## config.mk

```make
export PLATFORM = sky130hd
export DESIGN_NAME = bresenham_line_pixel_gen_core
export DESIGN_NICKNAME = d
export VERILOG_FILES = /design/src/rtl/core/blpg_pkg.sv /design/src/rtl/core/bresenham_line_pixel_gen_core.sv /design/src/rtl/core/blpg_front.sv /design/src/rtl/core/blpg_queue.sv /design/src/rtl/core/blpg_back.sv
export SDC_FILE = /design/constraint.sdc
export NUM_CORES = 2
export LEC_CHECK = 0
export ABC_AREA = 1
export BUFFER_PORTS_ARGS = -buffer_cell sky130_fd_sc_hd__clkbuf_2
export CAP_MARGIN = 5
export CORE_AREA = 2 2 310 312
export CTS_CLUSTER_SIZE = 16
export DETAILED_ROUTE_END_ITERATION = 12
export DIE_AREA = 0 0 312 314
export PLACE_DENSITY = 0.76
export RECOVER_POWER = 25
export SYNTH_ARGS = -nofsm -noshare
export SYNTH_HDL_FRONTEND = slang
export SYNTH_HIERARCHICAL = 1
export SYNTH_SLANG_ARGS = --single-unit
```

## constraint.sdc

```tcl
create_clock -name i_clk -period 9.6 [get_ports i_clk]
set_input_delay 1.92 -clock i_clk [delete_from_list [all_inputs] [get_ports i_clk]]
set_output_delay 1.92 -clock i_clk [all_outputs]
set_load 0.05 [all_outputs]
```

## src/rtl/core/blpg_pkg.sv

```systemverilog
// blpg_pkg: shared widths, register indexes and item types of the line pixel generator
// no dependencies; imported by every module under rtl/core
package blpg_pkg;

    localparam int COORD_BITS  = 12;
    localparam int MAX_DIM     = 2048;
    localparam int DIM_BITS    = 12;
    localparam int COLOR_BITS  = 32;
    localparam int OFFSET_BITS = 22;
    localparam int ERR_BITS    = 32;
    localparam int X_BITS      = COORD_BITS + 1;
    localparam int Y_BITS      = COORD_BITS + 2;
    localparam int INC_BITS    = COORD_BITS + 3;
    localparam int WY_BITS     = DIM_BITS + 1 + Y_BITS;
    localparam int AREA_BITS   = 2 * DIM_BITS;
    localparam int QUEUE_DEPTH = 4;

    localparam int PADDR_BITS     = 4;
    localparam int PDATA_BITS     = 32;
    localparam int IN_TDATA_BITS  = ((4 * COORD_BITS + 7) / 8) * 8;
    localparam int OUT_TDATA_BITS = ((2 + OFFSET_BITS + COLOR_BITS + 7) / 8) * 8;

    typedef enum logic [1:0] {
        REG_WIDTH  = 2'd0,
        REG_HEIGHT = 2'd1,
        REG_COLOR  = 2'd2
    } t_reg_idx;

    typedef enum logic {
        OP_LOAD = 1'b0,
        OP_STEP = 1'b1
    } t_opcode;

    // classified request handed from front end to back end
    typedef struct packed {
        logic                  is_load;
        logic                  nonempty;
        logic [COORD_BITS-1:0] xs;
        logic [COORD_BITS-1:0] ys;
        logic [COORD_BITS-1:0] xe;
        logic [INC_BITS-1:0]   inc_s;
        logic [INC_BITS-1:0]   inc_d;
        logic [INC_BITS-1:0]   err0;
    } t_cmd;

    typedef struct packed {
        logic [DIM_BITS-1:0]   width;
        logic [DIM_BITS-1:0]   height;
        logic [COLOR_BITS-1:0] color;
    } t_cfg;

endpackage

```

## src/rtl/core/bresenham_line_pixel_gen_core.sv

```systemverilog
// an accepted request passes the front register, the queue, the state update,
// the clip/multiply stage and the offset add into the output register
// throughput: one request per clock unless results stall, set by the back end's
// error and position update; the queue lets requests be taken while results stall
// reset: synchronous, active low; clears handshake and line-busy state, sets
// screen 640x480 and color 0
module bresenham_line_pixel_gen_core #(
    parameter int QUEUE_DEPTH = blpg_pkg::QUEUE_DEPTH
) (
    input  logic                                   i_clk,
    input  logic                                   i_rst_n,
    // request stream
    input  logic                                   s_axis_tvalid,
    output logic                                   s_axis_tready,
    // x_start, y_start, x_end, y_end (12 bits each, signed)
    input  logic [blpg_pkg::IN_TDATA_BITS-1:0]     s_axis_tdata,
    // opcode: 0 load endpoints, 1 step one pixel
    input  logic                                   s_axis_tuser,
    // pixel stream
    output logic                                   m_axis_tvalid,
    input  logic                                   m_axis_tready,
    // pixel_active, write_enable, pixel_offset (22), pixel_color (32)
    output logic [blpg_pkg::OUT_TDATA_BITS-1:0]    m_axis_tdata,
    // last_pixel
    output logic                                   m_axis_tlast,
    // register port
    input  logic                                   psel,
    input  logic                                   penable,
    input  logic                                   pwrite,
    input  logic [blpg_pkg::PADDR_BITS-1:0]        paddr,
    input  logic [blpg_pkg::PDATA_BITS-1:0]        pwdata,
    output logic [blpg_pkg::PDATA_BITS-1:0]        prdata,
    output logic                                   pready
);
    import blpg_pkg::*;

    // configuration registers
    logic [DIM_BITS-1:0]   r_width, r_height, n_dim;
    logic [COLOR_BITS-1:0] r_color;
    logic                  cfg_wr;
    t_cfg                  cfg;

    // front end to queue, queue to back end
    logic f_valid, f_ready, q_valid, q_ready;
    t_cmd f_cmd, q_cmd;

    // result fields
    logic                   pix_active, pix_we, pix_last;
    logic [OFFSET_BITS-1:0] pix_offset;
    logic [COLOR_BITS-1:0]  pix_color;

    assign pready = 1'b1;
    assign cfg_wr = psel && penable && pwrite && pready;

    // dimensions saturate at the largest supported screen size
    assign n_dim = (pwdata[DIM_BITS-1:0] > DIM_BITS'(MAX_DIM)) ? DIM_BITS'(MAX_DIM)
                                                               : pwdata[DIM_BITS-1:0];

    always_ff @(posedge i_clk) begin
        if (!i_rst_n) begin
            r_width  <= DIM_BITS'(640);
            r_height <= DIM_BITS'(480);
            r_color  <= '0;
        end else if (cfg_wr) begin
            case (paddr[3:2])
                REG_WIDTH: begin
                    r_width <= n_dim;
                end
                REG_HEIGHT: begin
                    r_height <= n_dim;
                end
                REG_COLOR: begin
                    r_color <= pwdata[COLOR_BITS-1:0];
                end
                default: begin
                end
            endcase
        end
    end

    // register readback, unmapped index reads zero
    always_comb begin
        case (paddr[3:2])
            REG_WIDTH:  prdata = PDATA_BITS'(r_width);
            REG_HEIGHT: prdata = PDATA_BITS'(r_height);
            REG_COLOR:  prdata = PDATA_BITS'(r_color);
            default:    prdata = '0;
        endcase
    end

    assign cfg.width  = r_width;
    assign cfg.height = r_height;
    assign cfg.color  = r_color;

    // front end: takes requests and precomputes the line increments
    blpg_front u_front (
        .i_clk       (i_clk),
        .i_rst_n     (i_rst_n),
        .i_valid     (s_axis_tvalid),
        .o_ready     (s_axis_tready),
        .i_opcode    (s_axis_tuser),
        .i_data      (s_axis_tdata),
        .o_cmd_valid (f_valid),
        .i_cmd_ready (f_ready),
        .o_cmd       (f_cmd)
    );

    // short queue decouples request intake from pixel output stalls
    blpg_queue #(
        .DEPTH (QUEUE_DEPTH)
    ) u_queue (
        .i_clk   (i_clk),
        .i_rst_n (i_rst_n),
        .i_valid (f_valid),
        .o_ready (f_ready),
        .i_cmd   (f_cmd),
        .o_valid (q_valid),
        .i_ready (q_ready),
        .o_cmd   (q_cmd)
    );

    // back end: stepping recurrence, clipping, framebuffer offset
    blpg_back u_back (
        .i_clk       (i_clk),
        .i_rst_n     (i_rst_n),
        .i_cfg       (cfg),
        .i_cmd_valid (q_valid),
        .o_cmd_ready (q_ready),
        .i_cmd       (q_cmd),
        .o_valid     (m_axis_tvalid),
        .i_ready     (m_axis_tready),
        .o_active    (pix_active),
        .o_write_en  (pix_we),
        .o_offset    (pix_offset),
        .o_color     (pix_color),
        .o_last      (pix_last)
    );

    // pack result, lowest field first, zero padded to whole bytes
    assign m_axis_tdata = OUT_TDATA_BITS'({pix_color, pix_offset, pix_we, pix_active});
    assign m_axis_tlast = pix_last;

endmodule

```

## src/rtl/core/blpg_front.sv

```systemverilog
// blpg_front: accepts requests, classifies load/step and precomputes line increments
// depends on blpg_pkg
module blpg_front (
    input  logic                            i_clk,
    input  logic                            i_rst_n,
    input  logic                            i_valid,
    output logic                            o_ready,
    input  logic                            i_opcode,
    input  logic [blpg_pkg::IN_TDATA_BITS-1:0] i_data,
    output logic                            o_cmd_valid,
    input  logic                            i_cmd_ready,
    output blpg_pkg::t_cmd                  o_cmd
);
    import blpg_pkg::*;

    logic                         r_valid;
    t_cmd                         r_cmd;
    t_cmd                         n_cmd;
    logic signed [COORD_BITS-1:0] xs, ys, xe, ye;
    logic signed [COORD_BITS:0]   dw, dh;
    logic signed [INC_BITS-1:0]   dh2;

    assign xs = $signed(i_data[COORD_BITS-1:0]);
    assign ys = $signed(i_data[2*COORD_BITS-1:COORD_BITS]);
    assign xe = $signed(i_data[3*COORD_BITS-1:2*COORD_BITS]);
    assign ye = $signed(i_data[4*COORD_BITS-1:3*COORD_BITS]);

    always_comb begin
        dw  = (COORD_BITS+1)'(xe) - (COORD_BITS+1)'(xs);
        dh  = (COORD_BITS+1)'(ye) - (COORD_BITS+1)'(ys);
        dh2 = INC_BITS'(dh) <<< 1;
        n_cmd.is_load  = (t_opcode'(i_opcode) == OP_LOAD);
        n_cmd.nonempty = (xe >= xs);
        n_cmd.xs       = xs;
        n_cmd.ys       = ys;
        n_cmd.xe       = xe;
        n_cmd.inc_s    = dh2;
        n_cmd.inc_d    = dh2 - (INC_BITS'(dw) <<< 1);
        n_cmd.err0     = dh2 - INC_BITS'(dw);
    end

    assign o_ready     = !r_valid || i_cmd_ready;
    assign o_cmd_valid = r_valid;
    assign o_cmd       = r_cmd;

    always_ff @(posedge i_clk) begin
        if (!i_rst_n) begin
            r_valid <= 1'b0;
        end else if (o_ready) begin
            r_valid <= i_valid;
        end
        if (o_ready && i_valid) begin
            r_cmd <= n_cmd;
        end
    end

endmodule

```

## src/rtl/core/blpg_queue.sv

```systemverilog
// blpg_queue: short request queue between front end and back end
// depends on blpg_pkg
module blpg_queue #(
    parameter int DEPTH = blpg_pkg::QUEUE_DEPTH
) (
    input  logic           i_clk,
    input  logic           i_rst_n,
    input  logic           i_valid,
    output logic           o_ready,
    input  blpg_pkg::t_cmd i_cmd,
    output logic           o_valid,
    input  logic           i_ready,
    output blpg_pkg::t_cmd o_cmd
);
    import blpg_pkg::*;

    localparam int PTR_BITS = (DEPTH > 1) ? $clog2(DEPTH) : 1;
    localparam int CNT_BITS = $clog2(DEPTH + 1);

    t_cmd                r_mem [DEPTH];
    logic [PTR_BITS-1:0] r_wr_ptr, r_rd_ptr;
    logic [CNT_BITS-1:0] r_count;
    logic                push, pop;

    assign o_ready = (r_count != CNT_BITS'(DEPTH));
    assign o_valid = (r_count != '0);
    assign o_cmd   = r_mem[r_rd_ptr];
    assign push    = i_valid && o_ready;
    assign pop     = o_valid && i_ready;

    always_ff @(posedge i_clk) begin
        if (!i_rst_n) begin
            r_wr_ptr <= '0;
            r_rd_ptr <= '0;
            r_count  <= '0;
        end else begin
            if (push) begin
                r_wr_ptr <= (r_wr_ptr == PTR_BITS'(DEPTH - 1)) ? '0 : r_wr_ptr + PTR_BITS'(1);
            end
            if (pop) begin
                r_rd_ptr <= (r_rd_ptr == PTR_BITS'(DEPTH - 1)) ? '0 : r_rd_ptr + PTR_BITS'(1);
            end
            if (push && !pop) begin
                r_count <= r_count + CNT_BITS'(1);
            end else if (pop && !push) begin
                r_count <= r_count - CNT_BITS'(1);
            end
        end
        if (push) begin
            r_mem[r_wr_ptr] <= i_cmd;
        end
    end

endmodule

```

## src/rtl/core/blpg_back.sv

```systemverilog
// blpg_back: line state update, clipping, offset arithmetic and output register
// depends on blpg_pkg
module blpg_back (
    input  logic                                 i_clk,
    input  logic                                 i_rst_n,
    input  blpg_pkg::t_cfg                       i_cfg,
    input  logic                                 i_cmd_valid,
    output logic                                 o_cmd_ready,
    input  blpg_pkg::t_cmd                       i_cmd,
    output logic                                 o_valid,
    input  logic                                 i_ready,
    output logic                                 o_active,
    output logic                                 o_write_en,
    output logic [blpg_pkg::OFFSET_BITS-1:0]     o_offset,
    output logic [blpg_pkg::COLOR_BITS-1:0]      o_color,
    output logic                                 o_last
);
    import blpg_pkg::*;

    logic en, pop;

    // line state
    logic                       r_busy, n_busy;
    logic signed [X_BITS-1:0]   r_cur_x, n_cur_x;
    logic signed [Y_BITS-1:0]   r_cur_y, n_cur_y;
    logic [COORD_BITS-1:0]      r_end_x, n_end_x;
    logic [ERR_BITS-1:0]        r_err, n_err;
    logic [INC_BITS-1:0]        r_inc_s, n_inc_s;
    logic [INC_BITS-1:0]        r_inc_d, n_inc_d;

    // stage a: pixel position
    logic                       r_a_valid, r_a_active, r_a_last;
    logic                       n_a_active, n_a_last, step_last;
    logic signed [X_BITS-1:0]   r_a_x;
    logic signed [Y_BITS-1:0]   r_a_y;

    // stage b: clip and products
    logic                       r_b_valid, r_b_active, r_b_last, r_b_vis;
    logic signed [X_BITS-1:0]   r_b_x;
    logic signed [WY_BITS-1:0]  r_b_wy;
    logic [AREA_BITS-1:0]       r_b_area;
    logic [DIM_BITS-1:0]        r_b_whalf;
    logic [X_BITS-1:0]          abs_x;
    logic [Y_BITS-1:0]          abs_y;
    logic                       n_vis;

    // stage c: output register
    logic                       r_c_valid, r_c_active, r_c_we, r_c_last;
    logic [OFFSET_BITS-1:0]     r_c_offset, n_offset;
    logic [COLOR_BITS-1:0]      r_c_color;

    assign en          = !r_c_valid || i_ready;
    assign pop         = en && i_cmd_valid;
    assign o_cmd_ready = en;

    always_comb begin
        n_busy     = r_busy;
        n_cur_x    = r_cur_x;
        n_cur_y    = r_cur_y;
        n_end_x    = r_end_x;
        n_err      = r_err;
        n_inc_s    = r_inc_s;
        n_inc_d    = r_inc_d;
        n_a_active = 1'b0;
        n_a_last   = 1'b0;
        step_last  = (r_cur_x == X_BITS'($signed(r_end_x)));
        if (i_cmd.is_load) begin
            n_cur_x  = X_BITS'($signed(i_cmd.xs));
            n_cur_y  = Y_BITS'($signed(i_cmd.ys));
            n_end_x  = i_cmd.xe;
            n_inc_s  = i_cmd.inc_s;
            n_inc_d  = i_cmd.inc_d;
            n_err    = ERR_BITS'($signed(i_cmd.err0));
            n_busy   = i_cmd.nonempty;
            n_a_last = !i_cmd.nonempty;
        end else if (r_busy) begin
            n_a_active = 1'b1;
            n_a_last   = step_last;
            // negative error: straight step, else diagonal step
            if (r_err[ERR_BITS-1]) begin
                n_err = r_err + ERR_BITS'($signed(r_inc_s));
            end else begin
                n_err   = r_err + ERR_BITS'($signed(r_inc_d));
                n_cur_y = r_cur_y + Y_BITS'(1);
            end
            n_cur_x = r_cur_x + X_BITS'(1);
            if (step_last) begin
                n_busy = 1'b0;
            end
        end
    end

    always_comb begin
        abs_x = r_a_x[X_BITS-1] ? X_BITS'(0) - X_BITS'(r_a_x) : X_BITS'(r_a_x);
        abs_y = r_a_y[Y_BITS-1] ? Y_BITS'(0) - Y_BITS'(r_a_y) : Y_BITS'(r_a_y);
        n_vis = r_a_active
             && (abs_x < X_BITS'(i_cfg.width >> 1))
             && (abs_y < Y_BITS'(i_cfg.height >> 1));
        n_offset = OFFSET_BITS'(r_b_area >> 1) + OFFSET_BITS'(r_b_whalf)
                 + OFFSET_BITS'(r_b_x) - OFFSET_BITS'(r_b_wy);
    end

    always_ff @(posedge i_clk) begin
        if (!i_rst_n) begin
            r_busy    <= 1'b0;
            r_a_valid <= 1'b0;
            r_b_valid <= 1'b0;
            r_c_valid <= 1'b0;
        end else if (en) begin
            if (pop) begin
                r_busy <= n_busy;
            end
            r_a_valid <= pop;
            r_b_valid <= r_a_valid;
            r_c_valid <= r_b_valid;
        end
        if (en) begin
            if (pop) begin
                r_cur_x <= n_cur_x;
                r_cur_y <= n_cur_y;
                r_end_x <= n_end_x;
                r_err   <= n_err;
                r_inc_s <= n_inc_s;
                r_inc_d <= n_inc_d;
            end
            r_a_active <= n_a_active;
            r_a_last   <= n_a_last;
            r_a_x      <= r_cur_x;
            r_a_y      <= r_cur_y;

            r_b_active <= r_a_active;
            r_b_last   <= r_a_last;
            r_b_vis    <= n_vis;
            r_b_x      <= r_a_x;
            r_b_wy     <= WY_BITS'($signed({1'b0, i_cfg.width})) * WY_BITS'(r_a_y);
            r_b_area   <= AREA_BITS'(i_cfg.width) * AREA_BITS'(i_cfg.height);
            r_b_whalf  <= i_cfg.width >> 1;

            r_c_active <= r_b_active;
            r_c_we     <= r_b_vis;
            r_c_last   <= r_b_last;
            r_c_offset <= r_b_vis ? n_offset : '0;
            r_c_color  <= r_b_vis ? i_cfg.color : '0;
        end
    end

    assign o_valid    = r_c_valid;
    assign o_active   = r_c_active;
    assign o_write_en = r_c_we;
    assign o_offset   = r_c_offset;
    assign o_color    = r_c_color;
    assign o_last     = r_c_last;

endmodule

```

==> key figures <==
Die
  • Chip height: 314 µm
  • Die ar.: roughly 98000 µm²
  • FP Rows: 113
  • Ports: 184
  • Core area: 94400 µm²
  • Initial cell density of the core: 49.8%
  • Die W: 312 µm

Synthesis
  • Synthesized area per cell: about 9.2 µm²
  • Seq/Total Area, Yosys: between 40% and 50%
  • Post-synth EDFFs: 670
  • Mapped cell area: 47000 µm²
  • Mapped Cells: 5121
  • Synth cell types: between 50 and 60
  • Yosys warns: 6
  • Most used DFF post-synth: edfxtp_1
  • #FFs+latches synth: 740
  • Ys async rst share: 0%

STA
  • Max-slew violations: 118
  • Count of final setup violators: 0
  • Peak Freq: 154 MHz
  • Worst clock skew: 56.8 ps
  • Setup_tns: 0 ps
  • Normalized max-slew margin: -34.5%
  • Final Cycle Share: 67.5%
  • RSZ-0062 raised after global routing: no
  • Slew @ Worst Pin: 2020 ps
  • Minimum clock period: 6480 ps
  • Final Hold Viols: 0

Placed design
  • Placed Instances: 6435
  • I/O Buffers: 180
  • Area post-placement: 49000 µm²
  • Hpwl dp: 78100 µm
  • RD Place Congestion: 0.904

Layout
  • Layout cells sized above 1: 8.62%
  • Fin nets: a little under 6000
  • Area delta synth->final: 9.62%
  • Layout Utilization: a little over half
  • Antenna diodes: 0
  • Fin cells: 6576
  • Post-route cell area: 51600 µm²

Critical path
  • Worst setup EP type: flip-flop
  • Reg-to-reg startpoint: r_width[3]$_SDFFE_PN0P_
  • R2R Path End: u_back/r_b_wy[21]$_DFFE_PN_
  • WP data required: 9980 ps
  • R2R Setup Slk: 3120 ps
  • Reg2Reg Depth: 20
  • CP startpoint kind: flip-flop
  • Worst Setup Path Type: reg2reg
  • CP Max Fanout: 30
  • Worst EP arrival: 6860 ps

Routing
  • DR WL/cell: approximately 17 µm
  • DRT iter0 DRCs: 2907
  • Via/cell ratio: 5.27
  • Via Count: 34628
  • DRC Markers: 0
  • Final ANT Viol Nets: 0
  • Routed WL: 110000 µm
  • Pre-antenna DRT Iters: 6

Clock tree
  • Hold_buf cts: 0
  • Setup Buffers After CTS: 0
  • Root buffer cell: clkbuf_16
  • Max clock buf depth: 3
  • Clock Latency Late Sink: 690 ps
  • H-tree depth: 3
  • TritonCTS Buffers: 79
  • Clk sinks: 740
  • CTS resizes: 0
  • Reg clk slew, reported paths: about 70 ps
  • CTS tree: built

Worst hold path
  • HP Class: reg2reg
  • Worst min-delay path endpoint: u_back/o_last$_DFFE_PN_
  • Hold Path Stages: 0
  • Hold Startpoint: u_back/r_b_last$_DFFE_PN_

Global route
  • First-pass GRT wire length: 177000 µm
  • Number of global-route vias before repair: 34505
  • Gr ovfl total: 0
  • GRT Util Overall: a little under a quarter
  • Initial antenna violation count: 1
  • Pin count of the biggest net entering global routing: 103

Power and ir drop
  • Pleak: 24.6 nW
  • Largest vdd supply drop: between 0.0002 and 0.00025 V
  • PD cells: about 330 nW/µm²

Run
  • Maximum capacitance violations: 4

Status
  • Status: finished, violations left
  • Failing checks: capacitance limit, slew limit
## layer usage
metal	track usage (%)	up-vias	wire [µm]
met4	8.83	0	4090
met1	28.6	16533	45000
li1	-	16655	-
met3	3.15	251	7130
met2	39.6	1189	53800
met5	0	-	0
## cell usage after synthesis (24+ instances only)
cell      count  area share, %
o21ai_0     230            2.4
fa_1        267             11
inv_1       960            7.7
buf_2        24           0.26
ha_1        240            6.4
nand2_1    1225            9.8
nand4_1      51           0.68
edfxtp_1    670             43
clkbuf_1     97           0.77
o21ai_1      89           0.95
nand2_2      48           0.64
dfxtp_1      70            3.0
a21oi_1     181            1.9
xnor2_1      34           0.63
nor2_1      401            3.2
o22ai_1      84            1.1
xor2_1       68            1.3
nand3_1     168            1.8
## worst max-delay path: stages, from the launching register on
cell      delay (ps)
dfxtp_1          300
clkbuf_1        1220
nand2_1          210
fa_1             660
inv_1             80
fa_1             660
inv_1            160
fa_1             550
inv_1             50
fa_1             470
inv_1             50
fa_1             550
inv_1             50
ha_1             360
nand2_1          150
nor3_1           280
nand4_1          170
inv_1             80
nor2_1            40
nand3_1           70
nand2_1           50
## final cells by class
cell class                      instances  area [µm²]
Tap cell                             1265        1580
Fill cell                            8279       42900
Inverter                              980        3690
Timing Repair Buffer                  212        1130
Clock buffer                           98        2070
Sequential cell                       740       21500
Clock inverter                         43         508
Multi-Input combinational cell       3238       21100
## worst max-delay path by stage
stage | startpoint | end | slack, ps | depth (start not counted)
finish | r_width[3]$_SDFFE_PN0P_ | u_back/r_b_wy[21]$_DFFE_PN_ | 3120 | 20
global route | r_width[3]$_SDFFE_PN0P_ | u_back/r_b_wy[21]$_DFFE_PN_ | 2670 | 20
CTS | u_back/r_a_y[13]$_DFFE_PN_ | u_back/r_b_wy[21]$_DFFE_PN_ | 3730 | 19
detailed placement | u_back/r_a_y[13]$_DFFE_PN_ | u_back/r_b_wy[21]$_DFFE_PN_ | 3810 | 19
global placement | u_back/r_a_y[13]$_DFFE_PN_ | u_back/r_b_wy[21]$_DFFE_PN_ | 3840 | 19
floorplan | m_axis_tready | u_back/r_cur_y[0]$_DFFE_PP_ | 580 | 5
## sequential cells by signal, indices dropped and copies added, names as in the netlist, 13 cells and up, named ones only
name and count:
r_color 32, u_back/r_inc_d 15, u_back/o_color 32, u_back/r_b_wy 22, u_back/r_a_y 14, u_back/r_a_x 13
u_back/r_cur_x 13, u_front/o_cmd 80, u_back/o_offset 22, u_queue/r_mem 332, u_back/r_b_area 22, u_back/r_err 32
u_back/r_b_x 13, u_back/r_cur_y 14, u_back/r_inc_s 15
## cells by family (layout without fill, tap and decap cells)
kind of cell             count (synthesis)  count (layout)  share of synthesized area, %
AND/OR/NAND/NOR                       1981            1981                          17.5
buffers and inverters                 1144            1333                          9.63
flip-flops                             740             740                          45.8
AO/OA/AOI/OAI                          645             645                          7.47
adder cells (fa/ha/maj)                507             507                          17.7
XOR/XNOR                               102             102                          1.90
other                                    2               3                        0.0160
## power by group
part           leakage, nW  switching (mW)  internal [mW]
sequential            7.11           0.582           4.60
clock                 1.24            1.30           1.69
combinational         16.2            6.08           2.98
total                 24.6            7.97           9.27
## cells in the final DEF (no fill, tap or decap), types with 8 or more instances in the layout
cell       Yosys  routed
o21ai_1       89      89
inv_1        960     958
xor2_1        68      68
clkbuf_2       3     180
a21oi_1      181     179
nor2_1       401     396
nand3_2        8       8
nand2_1     1225    1225
inv_2         18      19
nor2_2        19      19
o21a_1        11      11
nand4_1       51      51
fa_1         267     267
ha_1         240     240
clkbuf_16      0      79
buf_4         19      28
o21bai_1      11      11
dfxtp_1       70      67
o21ai_0      230     230
nand2_2       48      48
clkbuf_1      97      21
nor3_1        16      16
clkinv_1       0      15
clkinv_2       0       9
o22ai_1       84      83
nor3_2         8       8
nand3_1      168     168
xnor2_1       34      34
edfxtp_1     670     670
and2_1         9       9
## per-stage QoR
step,hold slack [ps],worst slack (ps),total power [mW]
floorplan,400,581,11.8
global placement,406,3840,13.9
detailed placement,407,3810,14.2
CTS,430,3730,17.3
global route,443,2670,18.8
finish,436,3120,17.2
No activity file was read; power rests on OpenSTA's default activity.
